**config.mk**
```make
export PLATFORM = sky130hd
export DESIGN_NAME = sd_spi_command_engine_core
export DESIGN_NICKNAME = d
export VERILOG_FILES = /design/src/design/sdspi_pkg.sv /design/src/design/sd_spi_command_engine_core.sv /design/src/design/sdspi_step.sv /design/src/design/sdspi_rsp_reg.sv
export SDC_FILE = /design/constraint.sdc
export NUM_CORES = 1
export LEC_CHECK = 0
export ABC_CLOCK_PERIOD_IN_PS = 3300
export BUFFER_PORTS_ARGS = -buffer_cell sky130_fd_sc_hd__buf_2
export CAP_MARGIN = 20
export CORE_ASPECT_RATIO = 1.75
export CORE_MARGIN = 3
export CORE_UTILIZATION = 58
export DETAILED_ROUTE_END_ITERATION = 10
export GPL_ROUTABILITY_DRIVEN = 0
export HOLD_SLACK_MARGIN = 0.08
export PLACE_DENSITY = 0.81
export SLEW_MARGIN = 40
export SYNTH_ARGS = -nofsm -noshare
export SYNTH_HDL_FRONTEND = slang
export SYNTH_HIERARCHICAL = 1
export SYNTH_SLANG_ARGS = --single-unit
```
**constraint.sdc**
```tcl
create_clock -name clock -period 3.3 [get_ports clock]
set_input_delay 0.66 -clock clock [delete_from_list [all_inputs] [get_ports clock]]
set_output_delay 0.66 -clock clock [all_outputs]
set_load 0.01 [all_outputs]
```
**src/design/sdspi_pkg.sv**
```systemverilog
// ----------------------------------------------------------------------------
// sdspi_pkg
// Shared types and constants for the SD card SPI-mode command engine.
// ----------------------------------------------------------------------------
`default_nettype none

package sdspi_pkg;

   // Sequencing phases of one command run.
   typedef enum logic [3:0] {
      PH_IDLE   = 4'd0,
      PH_READY  = 4'd1,
      PH_PACKET = 4'd2,
      PH_STUFF  = 4'd3,
      PH_POLL   = 4'd4
   } phase_type;

   // Result status codes.
   typedef enum logic [2:0] {
      ST_TX        = 3'd0,
      ST_DONE      = 3'd1,
      ST_READY_TO  = 3'd2,
      ST_RESP_TO   = 3'd3,
      ST_PREFIX_NO = 3'd4,
      ST_IGNORED   = 3'd5
   } status_type;

   // Configuration register indexes.
   typedef enum logic {
      CSR_READY_LIMIT = 1'b0,
      CSR_RESP_LIMIT  = 1'b1
   } csr_index_type;

   // Request and response data widths.
   localparam int unsigned ReqDataWidth  = 48;
   localparam int unsigned RspDataWidth  = 24;

   // Bytes and command numbers of the protocol.
   localparam logic [7:0] ByteIdle       = 8'hFF;
   localparam logic [7:0] CmdStart       = 8'h40;
   localparam logic [7:0] CrcCmd0        = 8'h95;
   localparam logic [7:0] CrcCmd8        = 8'h87;
   localparam logic [7:0] CrcCmd59       = 8'hAD;
   localparam logic [5:0] IdxGoIdle      = 6'd0;
   localparam logic [5:0] IdxIfCond      = 6'd8;
   localparam logic [5:0] IdxStopTran    = 6'd12;
   localparam logic [5:0] IdxAppCmd      = 6'd55;
   localparam logic [5:0] IdxCrcOnOff    = 6'd59;
   localparam logic [2:0] LastPacketPos  = 3'd5;
   localparam logic [7:0] ReadyLimitInit = 8'd100;
   localparam logic [7:0] RespLimitInit  = 8'd10;

   // Run state kept between items.
   typedef struct packed {
      phase_type   phase;
      logic [7:0]  try_count;
      logic [2:0]  byte_position;
      logic [5:0]  held_index;
      logic [31:0] held_argument;
      logic        prefix_pending;
   } run_state_type;

   // One result item.
   typedef struct packed {
      status_type  status;
      logic [7:0]  tx_byte;
      logic        reselect;
      logic [7:0]  response;
   } result_type;

endpackage

`default_nettype wire

```
**src/design/sd_spi_command_engine_core.sv**
```systemverilog
// ----------------------------------------------------------------------------
// sd_spi_command_engine_core
// Host side of an SD card SPI-mode command exchange, one item per cycle unless rsp stalls.
// ----------------------------------------------------------------------------
// Usage:
//   The req channel takes items: tuser is the mode (0 issue a command,
//   1 hand in the byte the card returned). A command item starts a run;
//   each following byte item is answered with the next byte to shift out
//   or with the final status of the run.
//   The rsp channel returns one item per request: tuser is the status,
//   tdata holds tx_byte, reselect and response.
//   The csr channel writes the ready and response retry limits; it is
//   always ready and should only be written while the engine is idle.
//   rsp valid is registered in the result register and rises in the cycle
//   after req acceptance. One item is accepted every cycle as long as the
//   result register is empty or being drained in the same cycle.
//   When rsp_tready is low with a result held, req_tready drops until it
//   is taken; nothing is lost or repeated.
//   Reset returns the run state to idle, empties the result register and
//   restores the retry limits to 100 and 10.
// ----------------------------------------------------------------------------
`default_nettype none

module sd_spi_command_engine_core
   import sdspi_pkg::*;
(
   input  var logic                    clock,
   input  var logic                    reset,
   // tdata: cmd_index[5:0], app_cmd[6], argument[38:7], rx_byte[46:39], zero pad
   input  var logic [ReqDataWidth-1:0] req_tdata,
   // tuser: mode[0]
   input  var logic                    req_tuser,
   input  var logic                    req_tvalid,
   output logic                        req_tready,
   // tdata: tx_byte[7:0], reselect[8], response[16:9], zero pad
   output logic [RspDataWidth-1:0]     rsp_tdata,
   // tuser: status[2:0]
   output logic [2:0]                  rsp_tuser,
   output logic                        rsp_tvalid,
   input  var logic                    rsp_tready,
   input  var logic                    csr_valid,
   output logic                        csr_ready,
   input  var logic                    csr_index,
   input  var logic [7:0]              csr_data
);

   run_state_type state_ff, state_in;
   logic [7:0]    ready_limit_ff, ready_limit_in;
   logic [7:0]    resp_limit_ff, resp_limit_in;
   result_type    step_result;
   result_type    rsp_data;
   logic          req_accept;

   assign req_accept = req_tvalid && req_tready;
   assign csr_ready  = 1'b1;

   // Configuration register writes.
   always_comb begin
      ready_limit_in = ready_limit_ff;
      resp_limit_in  = resp_limit_ff;
      if (csr_valid) begin
         unique case (csr_index_type'(csr_index))
            CSR_READY_LIMIT: ready_limit_in = csr_data;
            CSR_RESP_LIMIT:  resp_limit_in  = csr_data;
            default:         ready_limit_in = ready_limit_ff;
         endcase
      end
   end

   // Per-item state update.
   sdspi_step u_step (
      .cur_state   (state_ff),
      .mode        (req_tuser),
      .cmd_index   (req_tdata[5:0]),
      .app_cmd     (req_tdata[6]),
      .argument    (req_tdata[38:7]),
      .rx_byte     (req_tdata[46:39]),
      .ready_limit (ready_limit_ff),
      .resp_limit  (resp_limit_ff),
      .nxt_state   (state_in),
      .result      (step_result)
   );

   always_ff @(posedge clock) begin
      if (reset) begin
         state_ff       <= '{phase: PH_IDLE, try_count: 8'd0, byte_position: 3'd0,
                             held_index: 6'd0, held_argument: 32'd0,
                             prefix_pending: 1'b0};
         ready_limit_ff <= ReadyLimitInit;
         resp_limit_ff  <= RespLimitInit;
      end else begin
         if (req_accept) begin
            state_ff <= state_in;
         end
         ready_limit_ff <= ready_limit_in;
         resp_limit_ff  <= resp_limit_in;
      end
   end

   // Result register toward the rsp channel.
   sdspi_rsp_reg u_rsp_reg (
      .clock     (clock),
      .reset     (reset),
      .load      (req_accept),
      .load_data (step_result),
      .can_load  (req_tready),
      .out_valid (rsp_tvalid),
      .out_ready (rsp_tready),
      .out_data  (rsp_data)
   );

   assign rsp_tuser = rsp_data.status;
   assign rsp_tdata = {7'd0, rsp_data.response, rsp_data.reselect, rsp_data.tx_byte};

endmodule

`default_nettype wire

```
**src/design/sdspi_step.sv**
```systemverilog
// ----------------------------------------------------------------------------
// sdspi_step
// Combinational next-state and result logic for one item.
// ----------------------------------------------------------------------------
`default_nettype none

module sdspi_step
   import sdspi_pkg::*;
(
   input  var run_state_type cur_state,
   input  var logic          mode,
   input  var logic [5:0]    cmd_index,
   input  var logic          app_cmd,
   input  var logic [31:0]   argument,
   input  var logic [7:0]    rx_byte,
   input  var logic [7:0]    ready_limit,
   input  var logic [7:0]    resp_limit,
   output run_state_type     nxt_state,
   output result_type        result
);

   logic [5:0]  active_idx;
   logic [31:0] active_arg;
   logic [7:0]  try_inc;
   logic [2:0]  pos_inc;

   // Command 55 carries a zero argument.
   assign active_idx = cur_state.prefix_pending ? IdxAppCmd : cur_state.held_index;
   assign active_arg = cur_state.prefix_pending ? 32'd0 : cur_state.held_argument;
   assign try_inc    = cur_state.try_count + 8'd1;
   assign pos_inc    = cur_state.byte_position + 3'd1;

   // Byte of the command frame at a given position.
   function automatic logic [7:0] packet_byte(input logic [2:0] pos,
                                              input logic [5:0] idx,
                                              input logic [31:0] arg);
      logic [7:0] b;
      unique case (pos)
         3'd0:    b = CmdStart | {2'b00, idx};
         3'd1:    b = arg[31:24];
         3'd2:    b = arg[23:16];
         3'd3:    b = arg[15:8];
         3'd4:    b = arg[7:0];
         default: begin
            if (idx == IdxGoIdle)        b = CrcCmd0;
            else if (idx == IdxIfCond)   b = CrcCmd8;
            else if (idx == IdxCrcOnOff) b = CrcCmd59;
            else                         b = ByteIdle;
         end
      endcase
      return b;
   endfunction

   always_comb begin
      nxt_state = cur_state;
      result    = '{status: ST_IGNORED, tx_byte: 8'd0, reselect: 1'b0, response: 8'd0};

      if (!mode) begin
         // A new command starts a run only when idle.
         if (cur_state.phase == PH_IDLE) begin
            nxt_state.held_index     = cmd_index;
            nxt_state.held_argument  = argument;
            nxt_state.prefix_pending = app_cmd;
            nxt_state.phase          = PH_READY;
            nxt_state.try_count      = 8'd0;
            nxt_state.byte_position  = 3'd0;
            result = '{status: ST_TX, tx_byte: ByteIdle, reselect: 1'b1, response: 8'd0};
         end
      end else begin
         unique case (cur_state.phase)
            PH_READY: begin
               // Wait for the card to release the bus.
               if (rx_byte == ByteIdle) begin
                  nxt_state.phase         = PH_PACKET;
                  nxt_state.byte_position = 3'd0;
                  nxt_state.try_count     = 8'd0;
                  result.status  = ST_TX;
                  result.tx_byte = packet_byte(3'd0, active_idx, active_arg);
               end else if (try_inc >= ready_limit) begin
                  nxt_state.phase          = PH_IDLE;
                  nxt_state.try_count      = 8'd0;
                  nxt_state.byte_position  = 3'd0;
                  nxt_state.prefix_pending = 1'b0;
                  result.status   = ST_READY_TO;
                  result.response = ByteIdle;
               end else begin
                  nxt_state.try_count = try_inc;
                  result.status  = ST_TX;
                  result.tx_byte = ByteIdle;
               end
            end
            PH_PACKET: begin
               // Send the rest of the frame, then poll (stop transmission first sends a stuff byte).
               result.status = ST_TX;
               if (cur_state.byte_position < LastPacketPos) begin
                  nxt_state.byte_position = pos_inc;
                  result.tx_byte = packet_byte(pos_inc, active_idx, active_arg);
               end else begin
                  nxt_state.byte_position = 3'd0;
                  nxt_state.try_count     = 8'd0;
                  nxt_state.phase = (active_idx == IdxStopTran) ? PH_STUFF : PH_POLL;
                  result.tx_byte  = ByteIdle;
               end
            end
            PH_STUFF: begin
               // Stop transmission discards one stuff byte.
               nxt_state.phase     = PH_POLL;
               nxt_state.try_count = 8'd0;
               result.status  = ST_TX;
               result.tx_byte = ByteIdle;
            end
            PH_POLL: begin
               // A byte with bit 7 clear is the response.
               if (!rx_byte[7]) begin
                  if (cur_state.prefix_pending && (rx_byte <= 8'd1)) begin
                     nxt_state.prefix_pending = 1'b0;
                     nxt_state.phase          = PH_READY;
                     nxt_state.try_count      = 8'd0;
                     nxt_state.byte_position  = 3'd0;
                     result.status   = ST_TX;
                     result.tx_byte  = ByteIdle;
                     result.reselect = 1'b1;
                  end else begin
                     nxt_state.phase          = PH_IDLE;
                     nxt_state.try_count      = 8'd0;
                     nxt_state.byte_position  = 3'd0;
                     nxt_state.prefix_pending = 1'b0;
                     result.status   = cur_state.prefix_pending ? ST_PREFIX_NO : ST_DONE;
                     result.response = rx_byte;
                  end
               end else if (try_inc >= resp_limit) begin
                  nxt_state.phase          = PH_IDLE;
                  nxt_state.try_count      = 8'd0;
                  nxt_state.byte_position  = 3'd0;
                  nxt_state.prefix_pending = 1'b0;
                  result.status   = ST_RESP_TO;
                  result.response = rx_byte;
               end else begin
                  nxt_state.try_count = try_inc;
                  result.status  = ST_TX;
                  result.tx_byte = ByteIdle;
               end
            end
            default: begin
               // A received byte while idle is ignored.
               nxt_state.phase = PH_IDLE;
            end
         endcase
      end
   end

endmodule

`default_nettype wire

```
**src/design/sdspi_rsp_reg.sv**
```systemverilog
// ----------------------------------------------------------------------------
// sdspi_rsp_reg
// Result register that holds one item until the receiver takes it.
// ----------------------------------------------------------------------------
`default_nettype none

module sdspi_rsp_reg
   import sdspi_pkg::*;
(
   input  var logic       clock,
   input  var logic       reset,
   input  var logic       load,
   input  var result_type load_data,
   output logic           can_load,
   output logic           out_valid,
   input  var logic       out_ready,
   output result_type     out_data
);

   logic       valid_ff, valid_in;
   result_type data_ff, data_in;

   // Space is free when empty or when the held item leaves this cycle.
   assign can_load = !valid_ff || out_ready;

   always_comb begin
      valid_in = valid_ff;
      data_in  = data_ff;
      if (load) begin
         valid_in = 1'b1;
         data_in  = load_data;
      end else if (out_ready) begin
         valid_in = 1'b0;
      end
   end

   always_ff @(posedge clock) begin
      if (reset) begin
         valid_ff <= 1'b0;
      end else begin
         valid_ff <= valid_in;
      end
      data_ff <= data_in;
   end

   assign out_valid = valid_ff;
   assign out_data  = data_ff;

endmodule

`default_nettype wire
```
==> metrics.md <==
| Metric | Value |
|---|---|
| Status | completed |
| Root buffer cell | clkbuf_16 |
| Most common cell after layout, fill and taps aside | nand2_1 |
| Seq pwr share | 46.2% |
| Final net count | 868 |
| Post-route ant nets | 0 |
| Crit path depth | 15 |
| Hold path depth | 1 |
| Min-delay worst type | reg2reg |
| Cells after Synth | 736 |
| Detail-routed net length per standard cell | 17.0 um |
| Clock Sinks | 91 |
| Synth area leader | dfxtp_1 |
| First-pass GRT wire length | 24700 um |
| Max Freq | 0.314 GHz |
| Number of antenna violations at the first check in global routing | 0 |
| R2r startpoint | state_ff[43] |
| Most frequent cells in the layout | 141 x nand2_1, 81 x buf_2, 71 x dfxtp_1 |
| WHS | 0.460 ns |
| Seq/Total Area, Yosys | 33.0% |
| Layout Cells excl Fill | 914 |
| # hold bufs at CTS | 0 |
| Cells on worst reg2reg path | 15 |
| Cell-internal power | 0.00196 W |
| Final HPWL DP | 10700 um |
| H-Tree Depth | 3 |
| Port Buffer Count | 83 |
| Crit path DAT | 3.46 ns |
| Pwr dens | 398 nW/um^2 |
| Total of max-cap violations | 0 |
| DR vias/cell | 6.04 |
| Post-synth top area share | 23.2% |
| Slowest stage delay, CP | 0.37 ns |
| Pleak | 2.79 nW |
| Largest net degree at the start of global routing | 110 |
| Hold wc startpoint | resp_limit_ff[1] |
| Congestion Overflow GR | 0 |
| Die area | 11900 um^2 |
| Period minus WS final | 3.19 ns |
| Final WL | 15600 um |
| Share of layout cells above drive strength 1 | 20.5% |
| Async SR Flop Fraction | 0% |
| Top cells by area, synth | dfxtp_1 23%, edfxtp_1 9.8%, nand2_1 8.6%, a21bo_1 8.2%, a21oi_1 4.7% |
| Die X | 83.6 um |
| Synth warnings | 6 |
| Worst-path cell chain | ha_1 -> nand3_2 -> nor2_1 -> xor2_1 -> ha_1 -> a21o_1 -> a21oi_1 -> o31ai_1 -> buf_4 -> o22ai_4 -> buf_12 -> nor2_2 -> o32ai_1 -> nand3_1 -> a21oi_1 |
| Sw frac | 26.6% |
| Final Cycle Share | 96.6% |
| Synth Flop Type | dfxtp_1 |
| Number of synthesized register bits | 91 |
| Crit Path Class | reg2reg |
| Endpoints failing hold | 0 |
| Final setup fails | 0 |
| Maximum VDD drop | 0.276 mV |
| RSZ-0062 raised after global routing | yes |
| Critical-path maximum fanout | 10 |
| Core ar. | 10300 um^2 |
| Worst rel slew slack | 46.6% |
| Total GRT Usage | 25.5% |
| Number of synthesized flops with an enable pin | 20 |
| Max-slew violation count | 0 |
| Placed Cells | 897 |
| Psw | 0.000711 W |
| Gate power share | 14.9% |
| CTS tree | built |
| Synth Area per Inst | 8.31 um^2 |
| Inserted Diodes | 0 |
| Critical Path Start | state_ff[43] |
| Worst slew pin tran | 0.801 ns |
| # rows | 49 |
| Top Family by Delay on Critical Path | compound AO/OA/AOI/OAI gates |
| CTS clock-pin slew for the worst setup and hold paths | 0.06 ns |
| CP required | 3.57 ns |
| Pre-Repair DR Iteration Count | 6 |
| Final instance area | 6710 um^2 |
| Worst skew pair latency | 0.35 ns |
| CP bufs+invs | 2 |
| Synth-to-Final Area Change | 9.69% |
| Yosys cell types | 65 |
| Final Skew | 0.00908 ns |
| CP Launch Type | flip-flop |
| Power share of the clock group | 38.9% |
| Initial Utilization | 59.4% |
| Cts bufs inserted | 9 |
| Vias in the first global route | 5097 |
| Vias post-DR | 5522 |
| Post-Syn Area | 6120 um^2 |
| CP max-delay cell | dfxtp_1 |
| I/O pin cnt | 93 |
| Die Ht | 142 um |
| DRC Markers | 0 |
| Initial DRC count | 567 |
| Area post-placement | 6400 um^2 |
| CP endpoint kind | flip-flop |
| Longest Clk Path Bufs | 2 |
[cell usage after synthesis, drive strengths merged, types with 3 or more instances]
| library cell | instances |
|---|---|
| nand4 | 4 |
| a32o | 4 |
| o21a | 7 |
| edfxtp | 20 |
| a21bo | 57 |
| nand2b | 18 |
| nand3 | 66 |
| xnor2 | 4 |
| o21ai | 15 |
| a21o | 6 |
| a31oi | 8 |
| dfxtp | 71 |
| or2 | 3 |
| a311oi | 3 |
| mux2i | 10 |
| buf | 51 |
| and3 | 5 |
| ha | 23 |
| inv | 25 |
| o31ai | 5 |
| nand2 | 143 |
| nor3 | 7 |
| a222oi | 8 |
| clkbuf | 16 |
| a22oi | 3 |
| a21boi | 7 |
| nor2 | 30 |
| a21oi | 75 |
| o22ai | 5 |
| xor2 | 4 |
| nor2b | 3 |
| nor4 | 4 |
[power by group through the flow]
stage          sequential (W)  clock (W)  combinational, W
4_1_cts               0.00123    0.00105          0.000395
3_5_place_dp          0.00126          0          0.000392
2_1_floorplan         0.00125          0          0.000291
6_report              0.00123    0.00104          0.000398
3_3_place_gp          0.00125          0          0.000374
5_1_grt               0.00124    0.00109          0.000439
[through the flow]
step | power, W | setup WS [ns] | utilization (%) | TNS (ns)
after global routing | 0.00277 | -0.0343 | 65.2 | -0.0729
after floorplan | 0.00154 | 0.433 | - | 0
after detailed placement | 0.00165 | 0.106 | 62.1 | 0
after CTS | 0.00268 | 0.0472 | 64.9 | 0
final | 0.00267 | 0.112 | 65.2 | 0
after global placement | 0.00163 | 0.0179 | 62.0 | 0
[sequential cells by signal, indices dropped and copies added, names as in the netlist]
signal / count
ready_limit_ff: 8
state_ff: 54
u_rsp_reg/out_data: 20
resp_limit_ff: 8
u_rsp_reg/out_valid: 1
[layer usage]
metal | track usage [%] | vias to the layer above | share of wire (%)
met5 | 0 | - | 0
met4 | 15.3 | 0 | 5.1
met3 | 4.13 | 54 | 5.0
met2 | 45.5 | 221 | 53
met1 | 28.2 | 2569 | 37
li1 | - | 2678 | -
[cells by family after synthesis]
kind of cell,after synthesis,synth area share [%]
DFF,91,33.0
xor gates and xnor gates,8,1.14
buffers and inverters,92,9.02
and+or+nand+nor,294,23.1
muxes,10,1.64
AOI/OAI and AO/OA,216,27.3
other,2,0.123
adders and majority gates,23,4.70
[repair_timing]
| item | CTS | global route |
|---|---|---|
| endpoints found under the setup margin | 0 | 20 |
| gates resized for setup | 0 | 3 |
| setup buffers | 0 | 1 |
[cell type report]
| class | count | area, um^2 |
|---|---|---|
| inverters | 25 | 93.8 |
| repair buffers | 96 | 547 |
| well taps | 127 | 159 |
| fillers | 888 | 3590 |
| flip-flops and latches | 91 | 2020 |
| clock inverters | 2 | 35.0 |
| multi-input cells | 559 | 3600 |
| clock buffers | 14 | 255 |
[final timing paths]
path,to,slack (ns)
hold reg to reg,resp_limit_ff[1],0.46
setup / recovery,state_ff[41],0.11
hold / removal,resp_limit_ff[1],0.46
setup reg to reg,state_ff[41],0.11
Note: power is estimated with default switching activity, not from simulation.
